--- src/rtl/core/vba_pkg.sv ---
package vba_pkg;

    localparam int COORD_WIDTH_DEF     = 11;
    localparam int ANGLE_FRAC_BITS_DEF = 6;
    localparam int CORDIC_STAGES_DEF   = 16;

    localparam int ZFRAC      = 20;
    localparam int Z_W        = 32;
    localparam int U_W        = 29;
    localparam int ATAN_LEN   = 24;

    localparam logic signed [Z_W-1:0] DEG_90  = Z_W'(90 * (2 ** ZFRAC));
    localparam logic signed [Z_W-1:0] DEG_180 = Z_W'(180 * (2 ** ZFRAC));
    localparam logic signed [Z_W-1:0] DEG_270 = Z_W'(270 * (2 ** ZFRAC));
    localparam logic signed [Z_W-1:0] DEG_360 = Z_W'(360 * (2 ** ZFRAC));

    localparam logic signed [Z_W-1:0] ATAN_DEG [ATAN_LEN] = '{
        32'sd47185920, 32'sd27855475, 32'sd14718068, 32'sd7471121,
        32'sd3750058,  32'sd1876857,  32'sd938658,   32'sd469357,
        32'sd234682,   32'sd117342,   32'sd58671,    32'sd29335,
        32'sd14668,    32'sd7334,     32'sd3667,     32'sd1833,
        32'sd917,      32'sd458,      32'sd229,      32'sd115,
        32'sd57,       32'sd29,       32'sd14,       32'sd7
    };

    typedef enum logic [2:0] {
        K_GEN,
        K_ZERO,
        K_POS_X,
        K_NEG_X,
        K_POS_Y,
        K_NEG_Y
    } t_vba_kind;

    typedef struct packed {
        logic      valid;
        t_vba_kind kind;
    } t_vba_tag;

endpackage

--- src/rtl/core/vba_pre.sv ---
module vba_pre import vba_pkg::*; #(
    parameter int COORD_WIDTH   = COORD_WIDTH_DEF,
    parameter int CORDIC_STAGES = CORDIC_STAGES_DEF,
    parameter int XW            = COORD_WIDTH + CORDIC_STAGES + 3
) (
    input  logic                   i_clk,
    input  logic                   i_rst_n,
    input  logic                   i_en,
    input  logic                   i_valid,
    input  logic [COORD_WIDTH-1:0] i_x,
    input  logic [COORD_WIDTH-1:0] i_y,
    output t_vba_tag               o_tag,
    output logic signed [XW-1:0]   o_x,
    output logic signed [XW-1:0]   o_y,
    output logic signed [Z_W-1:0]  o_z
);

    logic signed [COORD_WIDTH:0] w_xe;
    logic signed [COORD_WIDTH:0] w_ye;
    logic signed [COORD_WIDTH:0] w_xs;
    logic signed [COORD_WIDTH:0] w_ys;
    logic signed [XW-1:0]        n_x;
    logic signed [XW-1:0]        n_y;
    logic signed [Z_W-1:0]       n_z;
    t_vba_kind                   n_kind;
    t_vba_tag                    r_tag;
    logic signed [XW-1:0]        r_x;
    logic signed [XW-1:0]        r_y;
    logic signed [Z_W-1:0]       r_z;

    always_comb begin
        w_xe = (COORD_WIDTH+1)'(signed'(i_x));
        w_ye = (COORD_WIDTH+1)'(signed'(i_y));
        if (w_xe < 0) begin
            w_xs = -w_xe;
            w_ys = -w_ye;
            n_z  = DEG_180;
        end else begin
            w_xs = w_xe;
            w_ys = w_ye;
            n_z  = '0;
        end
        n_x = XW'(w_xs) <<< CORDIC_STAGES;
        n_y = XW'(w_ys) <<< CORDIC_STAGES;
        if (w_xe == 0 && w_ye == 0) begin
            n_kind = K_ZERO;
        end else if (w_xe == 0) begin
            n_kind = (w_ye > 0) ? K_POS_Y : K_NEG_Y;
        end else if (w_ye == 0) begin
            n_kind = (w_xe > 0) ? K_POS_X : K_NEG_X;
        end else begin
            n_kind = K_GEN;
        end
    end

    always_ff @(posedge i_clk) begin
        if (!i_rst_n) begin
            r_tag.valid <= 1'b0;
            r_tag.kind  <= K_GEN;
        end else if (i_en) begin
            r_tag.valid <= i_valid;
            r_tag.kind  <= n_kind;
        end
    end

    always_ff @(posedge i_clk) begin
        if (i_en) begin
            r_x <= n_x;
            r_y <= n_y;
            r_z <= n_z;
        end
    end

    assign o_tag = r_tag;
    assign o_x   = r_x;
    assign o_y   = r_y;
    assign o_z   = r_z;

endmodule

--- src/rtl/core/vba_stage.sv ---
module vba_stage import vba_pkg::*; #(
    parameter int IDX = 0,
    parameter int XW  = 30
) (
    input  logic                  i_clk,
    input  logic                  i_rst_n,
    input  logic                  i_en,
    input  t_vba_tag              i_tag,
    input  logic signed [XW-1:0]  i_x,
    input  logic signed [XW-1:0]  i_y,
    input  logic signed [Z_W-1:0] i_z,
    output t_vba_tag              o_tag,
    output logic signed [XW-1:0]  o_x,
    output logic signed [XW-1:0]  o_y,
    output logic signed [Z_W-1:0] o_z
);

    localparam logic signed [Z_W-1:0] STEP = ATAN_DEG[IDX];

    logic signed [XW-1:0]  w_dx;
    logic signed [XW-1:0]  w_dy;
    logic signed [XW-1:0]  n_x;
    logic signed [XW-1:0]  n_y;
    logic signed [Z_W-1:0] n_z;
    t_vba_tag              r_tag;
    logic signed [XW-1:0]  r_x;
    logic signed [XW-1:0]  r_y;
    logic signed [Z_W-1:0] r_z;

    always_comb begin
        w_dx = i_y >>> IDX;
        w_dy = i_x >>> IDX;
        if (i_y > 0) begin
            n_x = i_x + w_dx;
            n_y = i_y - w_dy;
            n_z = i_z + STEP;
        end else begin
            n_x = i_x - w_dx;
            n_y = i_y + w_dy;
            n_z = i_z - STEP;
        end
    end

    always_ff @(posedge i_clk) begin
        if (!i_rst_n) begin
            r_tag.valid <= 1'b0;
            r_tag.kind  <= K_GEN;
        end else if (i_en) begin
            r_tag <= i_tag;
        end
    end

    always_ff @(posedge i_clk) begin
        if (i_en) begin
            r_x <= n_x;
            r_y <= n_y;
            r_z <= n_z;
        end
    end

    assign o_tag = r_tag;
    assign o_x   = r_x;
    assign o_y   = r_y;
    assign o_z   = r_z;

endmodule

--- src/rtl/core/vba_post.sv ---
module vba_post import vba_pkg::*; #(
    parameter int ANGLE_FRAC_BITS = ANGLE_FRAC_BITS_DEF,
    parameter int BW              = ANGLE_FRAC_BITS + 9
) (
    input  logic                  i_clk,
    input  logic                  i_rst_n,
    input  logic                  i_en,
    input  t_vba_tag              i_tag,
    input  logic signed [Z_W-1:0] i_z,
    output logic                  o_valid,
    output logic [BW-1:0]         o_bearing,
    output logic                  o_zero
);

    localparam int SH = ZFRAC - ANGLE_FRAC_BITS;
    localparam int RW = BW + 1;
    localparam logic [U_W:0]    HALF_LSB  = (U_W+1)'(2 ** (SH - 1));
    localparam logic [RW-1:0]   FULL      = RW'(360 * (2 ** ANGLE_FRAC_BITS));
    localparam logic [RW-1:0]   HALF_TURN = RW'(180 * (2 ** ANGLE_FRAC_BITS));

    logic signed [Z_W-1:0] w_u;
    logic [U_W-1:0]        n_u;
    logic [U_W:0]          w_sum;
    logic [RW-1:0]         w_r;
    logic [RW-1:0]         w_r1;
    logic [BW-1:0]         n_bearing;
    logic                  r_mid_valid;
    logic                  r_mid_zero;
    logic [U_W-1:0]        r_u;
    logic                  r_valid;
    logic                  r_zero;
    logic [BW-1:0]         r_bearing;

    always_comb begin
        w_u = i_z - DEG_90;
        n_u = '0;
        case (i_tag.kind)
            K_GEN:   n_u = (w_u < 0) ? U_W'(w_u + DEG_360) : U_W'(w_u);
            K_ZERO:  n_u = '0;
            K_POS_X: n_u = U_W'(DEG_270);
            K_NEG_X: n_u = U_W'(DEG_90);
            K_POS_Y: n_u = '0;
            K_NEG_Y: n_u = U_W'(DEG_180);
            default: n_u = '0;
        endcase
    end

    always_comb begin
        w_sum = {1'b0, r_u} + HALF_LSB;
        w_r   = RW'(w_sum >> SH);
        w_r1  = (w_r >= FULL) ? (w_r - FULL) : w_r;
        if (r_mid_zero) begin
            n_bearing = '0;
        end else if (w_r1 > HALF_TURN) begin
            n_bearing = BW'(w_r1 - FULL);
        end else begin
            n_bearing = BW'(w_r1);
        end
    end

    always_ff @(posedge i_clk) begin
        if (!i_rst_n) begin
            r_mid_valid <= 1'b0;
            r_valid     <= 1'b0;
        end else if (i_en) begin
            r_mid_valid <= i_tag.valid;
            r_valid     <= r_mid_valid;
        end
    end

    always_ff @(posedge i_clk) begin
        if (i_en) begin
            r_u        <= n_u;
            r_mid_zero <= (i_tag.kind == K_ZERO);
            r_zero     <= r_mid_zero;
            r_bearing  <= n_bearing;
        end
    end

    assign o_valid   = r_valid;
    assign o_bearing = r_bearing;
    assign o_zero    = r_zero;

endmodule

--- src/rtl/core/vector_bearing_angle.sv ---
// Channel | Dir | Handshake               | Payload
// s       | in  | i_s_tvalid / o_s_tready | i_s_tdata: offset_x, offset_y
// m       | out | o_m_tvalid / i_m_tready | o_m_tdata: bearing; o_m_tuser: zero_vector
//
// One offset pair accepted per cycle while the m side is not stalled; the pipeline
// registers are prerotate, one register per micro-rotation, wrap, round/output.
// The micro-rotation chain is unrolled, one rotation per stage.
// i_rst_n clears all valid bits synchronously; data registers are not reset.
// A stall on the m side freezes the whole pipeline; nothing is dropped or repeated.
module vector_bearing_angle import vba_pkg::*; #(
    parameter int COORD_WIDTH     = COORD_WIDTH_DEF,
    parameter int ANGLE_FRAC_BITS = ANGLE_FRAC_BITS_DEF,
    parameter int CORDIC_STAGES   = CORDIC_STAGES_DEF,
    parameter int DIN_W           = ((2 * COORD_WIDTH + 7) / 8) * 8,
    parameter int BW              = ANGLE_FRAC_BITS + 9,
    parameter int DOUT_W          = ((BW + 7) / 8) * 8
) (
    input  logic              i_clk,
    input  logic              i_rst_n,
    input  logic              i_s_tvalid,
    output logic              o_s_tready,
    input  logic [DIN_W-1:0]  i_s_tdata,   // offset_x, offset_y, zero pad
    output logic              o_m_tvalid,
    input  logic              i_m_tready,
    output logic [DOUT_W-1:0] o_m_tdata,   // bearing, zero pad
    output logic              o_m_tuser    // zero_vector
);

    localparam int XW = COORD_WIDTH + CORDIC_STAGES + 3;

    logic                  w_en;
    t_vba_tag              w_tag [CORDIC_STAGES+1];
    logic signed [XW-1:0]  w_x   [CORDIC_STAGES+1];
    logic signed [XW-1:0]  w_y   [CORDIC_STAGES+1];
    logic signed [Z_W-1:0] w_z   [CORDIC_STAGES+1];
    logic                  w_valid;
    logic [BW-1:0]         w_bearing;
    logic                  w_zero;

    // advance unless the output holds an untaken transfer
    assign w_en       = !w_valid || i_m_tready;
    assign o_s_tready = w_en;

    vba_pre #(
        .COORD_WIDTH  (COORD_WIDTH),
        .CORDIC_STAGES(CORDIC_STAGES),
        .XW           (XW)
    ) u_pre (
        .i_clk  (i_clk),
        .i_rst_n(i_rst_n),
        .i_en   (w_en),
        .i_valid(i_s_tvalid),
        .i_x    (i_s_tdata[COORD_WIDTH-1:0]),
        .i_y    (i_s_tdata[2*COORD_WIDTH-1:COORD_WIDTH]),
        .o_tag  (w_tag[0]),
        .o_x    (w_x[0]),
        .o_y    (w_y[0]),
        .o_z    (w_z[0])
    );

    for (genvar g = 0; g < CORDIC_STAGES; g++) begin : g_rot
        vba_stage #(
            .IDX(g),
            .XW (XW)
        ) u_stage (
            .i_clk  (i_clk),
            .i_rst_n(i_rst_n),
            .i_en   (w_en),
            .i_tag  (w_tag[g]),
            .i_x    (w_x[g]),
            .i_y    (w_y[g]),
            .i_z    (w_z[g]),
            .o_tag  (w_tag[g+1]),
            .o_x    (w_x[g+1]),
            .o_y    (w_y[g+1]),
            .o_z    (w_z[g+1])
        );
    end

    vba_post #(
        .ANGLE_FRAC_BITS(ANGLE_FRAC_BITS),
        .BW             (BW)
    ) u_post (
        .i_clk    (i_clk),
        .i_rst_n  (i_rst_n),
        .i_en     (w_en),
        .i_tag    (w_tag[CORDIC_STAGES]),
        .i_z      (w_z[CORDIC_STAGES]),
        .o_valid  (w_valid),
        .o_bearing(w_bearing),
        .o_zero   (w_zero)
    );

    assign o_m_tvalid = w_valid;
    assign o_m_tdata  = DOUT_W'(w_bearing);
    assign o_m_tuser  = w_zero;

    a_zero_bearing: assert property (@(posedge i_clk) disable iff (!i_rst_n)
        (o_m_tvalid && o_m_tuser) |-> (w_bearing == '0))
        else $error("zero vector with nonzero bearing");

    a_bearing_range: assert property (@(posedge i_clk) disable iff (!i_rst_n)
        o_m_tvalid |-> ($signed(w_bearing) > -$signed(BW'(180 * (2 ** ANGLE_FRAC_BITS))))
                    && ($signed(w_bearing) <= $signed(BW'(180 * (2 ** ANGLE_FRAC_BITS)))))
        else $error("bearing outside half turn");

    a_stall_hold: assert property (@(posedge i_clk) disable iff (!i_rst_n)
        (o_m_tvalid && !i_m_tready) |=> (o_m_tvalid && $stable(w_bearing)))
        else $error("stalled result changed");

    a_input_blocked: assert property (@(posedge i_clk) disable iff (!i_rst_n)
        (o_m_tvalid && !i_m_tready) |-> !o_s_tready)
        else $error("input taken while pipeline frozen");

endmodule

--- config.mk ---
export PLATFORM = sky130hd
export DESIGN_NAME = vector_bearing_angle
export DESIGN_NICKNAME = d
export VERILOG_FILES = /design/src/rtl/core/vba_pkg.sv /design/src/rtl/core/vba_pre.sv /design/src/rtl/core/vba_stage.sv /design/src/rtl/core/vba_post.sv /design/src/rtl/core/vector_bearing_angle.sv
export SDC_FILE = /design/constraint.sdc
export NUM_CORES = 2
export LEC_CHECK = 0
export CORE_MARGIN = 2
export CORE_UTILIZATION = 60
export CTS_CLUSTER_DIAMETER = 50
export DETAILED_ROUTE_END_ITERATION = 12
export DONT_BUFFER_PORTS = 1
export PLACE_DENSITY = 0.91
export SYNTH_ARGS = -nofsm -noshare
export SYNTH_HDL_FRONTEND = slang
export SYNTH_SLANG_ARGS = --single-unit
--- constraint.sdc ---
create_clock -name i_clk -period 45 [get_ports i_clk]
set_input_delay 4.5 -clock i_clk [delete_from_list [all_inputs] [get_ports i_clk]]
set_output_delay 4.5 -clock i_clk [all_outputs]
set_load 0.03 [all_outputs]
==> flow_summary.toml <==
[outcome]
status = "completed"

[layout]
layout.cells.non_filler = 13256
layout.nets = 12016
syn_to_final_growth_pct = 7.732
antenna_cells = 0
drive_above_1_share = 0.04084
fillCellCount = 13070

[worst_setup_path]
crit_buf_inv = 2
worstSetupPathType = "in -> out"
path_max_fanout = 128
start_kind = "input pin"
cpPeakStageDelay_ns = 0.57
r2r_cells = 22
path_cells = "nor2b_4 -> buf_4 -> inv_8"
required_ns = 40.50
cp.arrival_ns = 5.63
critPathTopFamily = "buffers and inverters"
cp.depth = 3
critPathSlowestCell = "buf_4"
crit_path_end_kind = "output port"

[clocking]
clk_latency_ns = 0.82
cts-root-buf = "clkbuf_16"
clock_path_buffers = 3
clk_pin_slew_worst_paths_ns = 0.06
numCtsBuffers = 165
htree_num_levels = 4
holdBufCountCts = 0
post_cts_buffers = 0
cts_sinks = 1296
ctsResizeCount = 0
cts_tree = "done"

[detailed_routing]
drt_iter0_drc = 7378
first_pass_iters = 8
drt-total-wl_mm = 251.4
via_per_inst = 6.264
num_vias = 83039
wl_per_cell_um = 18.96
drc_errors = 0
ant_nets = 0

[synth]
yosys_register_bits = 1296
ys_seq_area_frac = 0.3690
synth-async-reset-ratio = 0
synth.top_cell.area_share = 0.3555
syn_area_per_cell_um2 = 9.613
netlist_area_mm2 = 0.1036
synth.area.top_cells = "edfxtp_1, ha_1, xnor2_1"
synth_top_area_cell = "edfxtp_1"
synth-main-ff-cell = "edfxtp_1"
yosys_warnings = 0
synth_edf_count = 1226
synth_cell_types = 105
netlist_instances = 10773

[placed_design]
portBuffers = 0
dp_hpwl_mm = 190.3
pre_cts_slack_ns = 34.84
dp_cells = 12951
routabilityCongestion = 0.9543

[timing]
maxSlewHeadroom = 0.08669
clock_skew_ns = 0.03679
period_needed_ns = 10.13
setup_tns_ns = 0
clock.fmax_mhz = 98.71
worst_slew_pin_slew_ns = 1.351
slew_viol_final = 0
rsz0062_at_grt = "false"
finalCritPeriodShare = 0.2251
fin_ws_ns = 34.87
holdWs_ns = 0.4269
setup_viol = 0
hold_viol = 0

[floorplan]
dieArea_mm2 = 0.1759
initial_core_util = 0.6037
fp.dieW_um = 419.4
core_mm2 = 0.1715
rows = 152
ios = 47
die_h_um = 419.4

[hold_path]
hold_path_class = "reg -> reg"
hold_path_depth = 0

[global_routing]
antenna_found_initial = 2
grt_overflow = 0
grt_pass1_wl_mm = 405.7
grt_max_degree = 190
grt_pass1_vias = 80861
grt_util_all_layers = 0.2794

[flow_run]
maxCapViolations = 0
==> cell usage after synthesis (all sizes together) (43+ instances only) <==
library cell and number:
a31oi 87, dfxtp 70, o21a 163, o21ai 642, a21oi 855, edfxtp 1226, nor2 843, o211ai 43
inv 507, a21boi 132, or2 45, xor2 435, a21o 423, nand2 800, nor2b 171, o41ai 56
or3 113, nor4 81, clkbuf 153, ha 1141, nand2b 174, nor3 272, and3 108, or4 45
o31ai 159, nand4 54, and2 56, xnor2 1010, a211oi 80, o21bai 108, nand3 182
==> cells by family (layout without fill, tap and decap cells) <==
family / Yosys count / after routing / synth area share
DFF: 1296 / 1296 / 0.3690
AOI/OAI and AO/OA: 3072 / 3072 / 0.1915
buffers and inverters: 694 / 866 / 0.02575
other: 1 / 2 / 0.00003621
and+or+nand+nor: 3054 / 3054 / 0.1428
muxes: 30 / 30 / 0.002996
adders and majority gates: 1180 / 1180 / 0.1454
xor gates and xnor gates: 1446 / 1446 / 0.1225
==> metrics by stage <==
| step | utilization | instance area (µm²) |
|---|---|---|
| final | 0.6504 | 111600 |
| after floorplan | - | 103600 |
| after detailed placement | 0.6187 | 106100 |
| after CTS | 0.6504 | 111600 |
| after global routing | 0.6504 | 111600 |
| after global placement | 0.6187 | 106100 |
==> worst reg2reg max path, stage by stage, from the launching register on <==
cell       delay, ns
edfxtp_1        0.47
or3_1           0.46
or4_1           0.49
nor3_1          0.83
and4_1          0.35
and3_1          0.29
nor2_2          0.04
buf_4           0.23
inv_2           0.62
nor2_1          0.16
xnor2_1         0.18
ha_1            0.33
nor2b_1         0.14
o21ai_0         0.11
a21boi_0        0.28
o21ai_0         0.20
a211oi_1        0.70
nor2_1          0.26
o311ai_0        0.54
nand2_1         0.17
o2111ai_1       0.27
a21oi_1         0.12
xnor2_1         0.16
==> worst paths after layout <==
kind	from	to	slack, ns
setup / recovery	i_m_tready	o_s_tready	34.87
hold / removal	g_rot[11].u_stage.o_z[1]	g_rot[12].u_stage.o_z[1]	0.43
setup reg to reg	g_rot[7].u_stage.o_y[11]	g_rot[8].u_stage.o_x[28]	37.33
hold reg to reg	g_rot[11].u_stage.o_z[1]	g_rot[12].u_stage.o_z[1]	0.43
==> sequential cells by signal, indices dropped and copies added, names as in the netlist <==
register and flops:
g_rot.u_stage.o_x 339, g_rot.u_stage.o_y 387, u_post.r_mid_valid 1, u_pre.o_y 12, g_rot.u_stage.o_z 442, u_post.o_zero 1, u_post.r_mid_zero 1, u_post.o_valid 1
u_post.r_u 16, g_rot.u_stage.o_tag 64, u_post.o_bearing 15, u_pre.o_tag 4, u_pre.o_x 12, u_pre.o_z 1
==> routing by layer <==
layer  vias to the layer above  global-route usage  share of wire
li1                      39842                   -              -
met1                     39490              0.3507           0.42
met2                      3050              0.4801           0.48
met3                       657             0.03865          0.064
met4                         0              0.1211          0.041
met5                         -                   0              0
==> layout make-up <==
type,instances,area [µm²],area share
Clock inverter,123,1167,0.01046
Sequential cell,1296,38220,0.3426
Multi-Input combinational cell,8784,62730,0.5622
Timing Repair Buffer,48,372.9,0.003342
Clock buffer,182,4257,0.03815
Inverter,513,1936,0.01735
Tap cell,2310,2890,0.02591
==> placed cells by master (no fill, tap or decap), types with 423 or more instances in the layout <==
| master | synthesis | routed |
|---|---|---|
| a21o_1 | 423 | 423 |
| a21oi_1 | 853 | 852 |
| edfxtp_1 | 1226 | 1226 |
| ha_1 | 1141 | 1138 |
| inv_1 | 502 | 502 |
| nand2_1 | 800 | 800 |
| nor2_1 | 842 | 839 |
| o21ai_0 | 631 | 631 |
| xnor2_1 | 1010 | 1010 |
| xor2_1 | 434 | 434 |
Power is left out: the tool's default activity adds up to more than one toggle a clock period on the data nets, which glitch-free logic cannot reach.
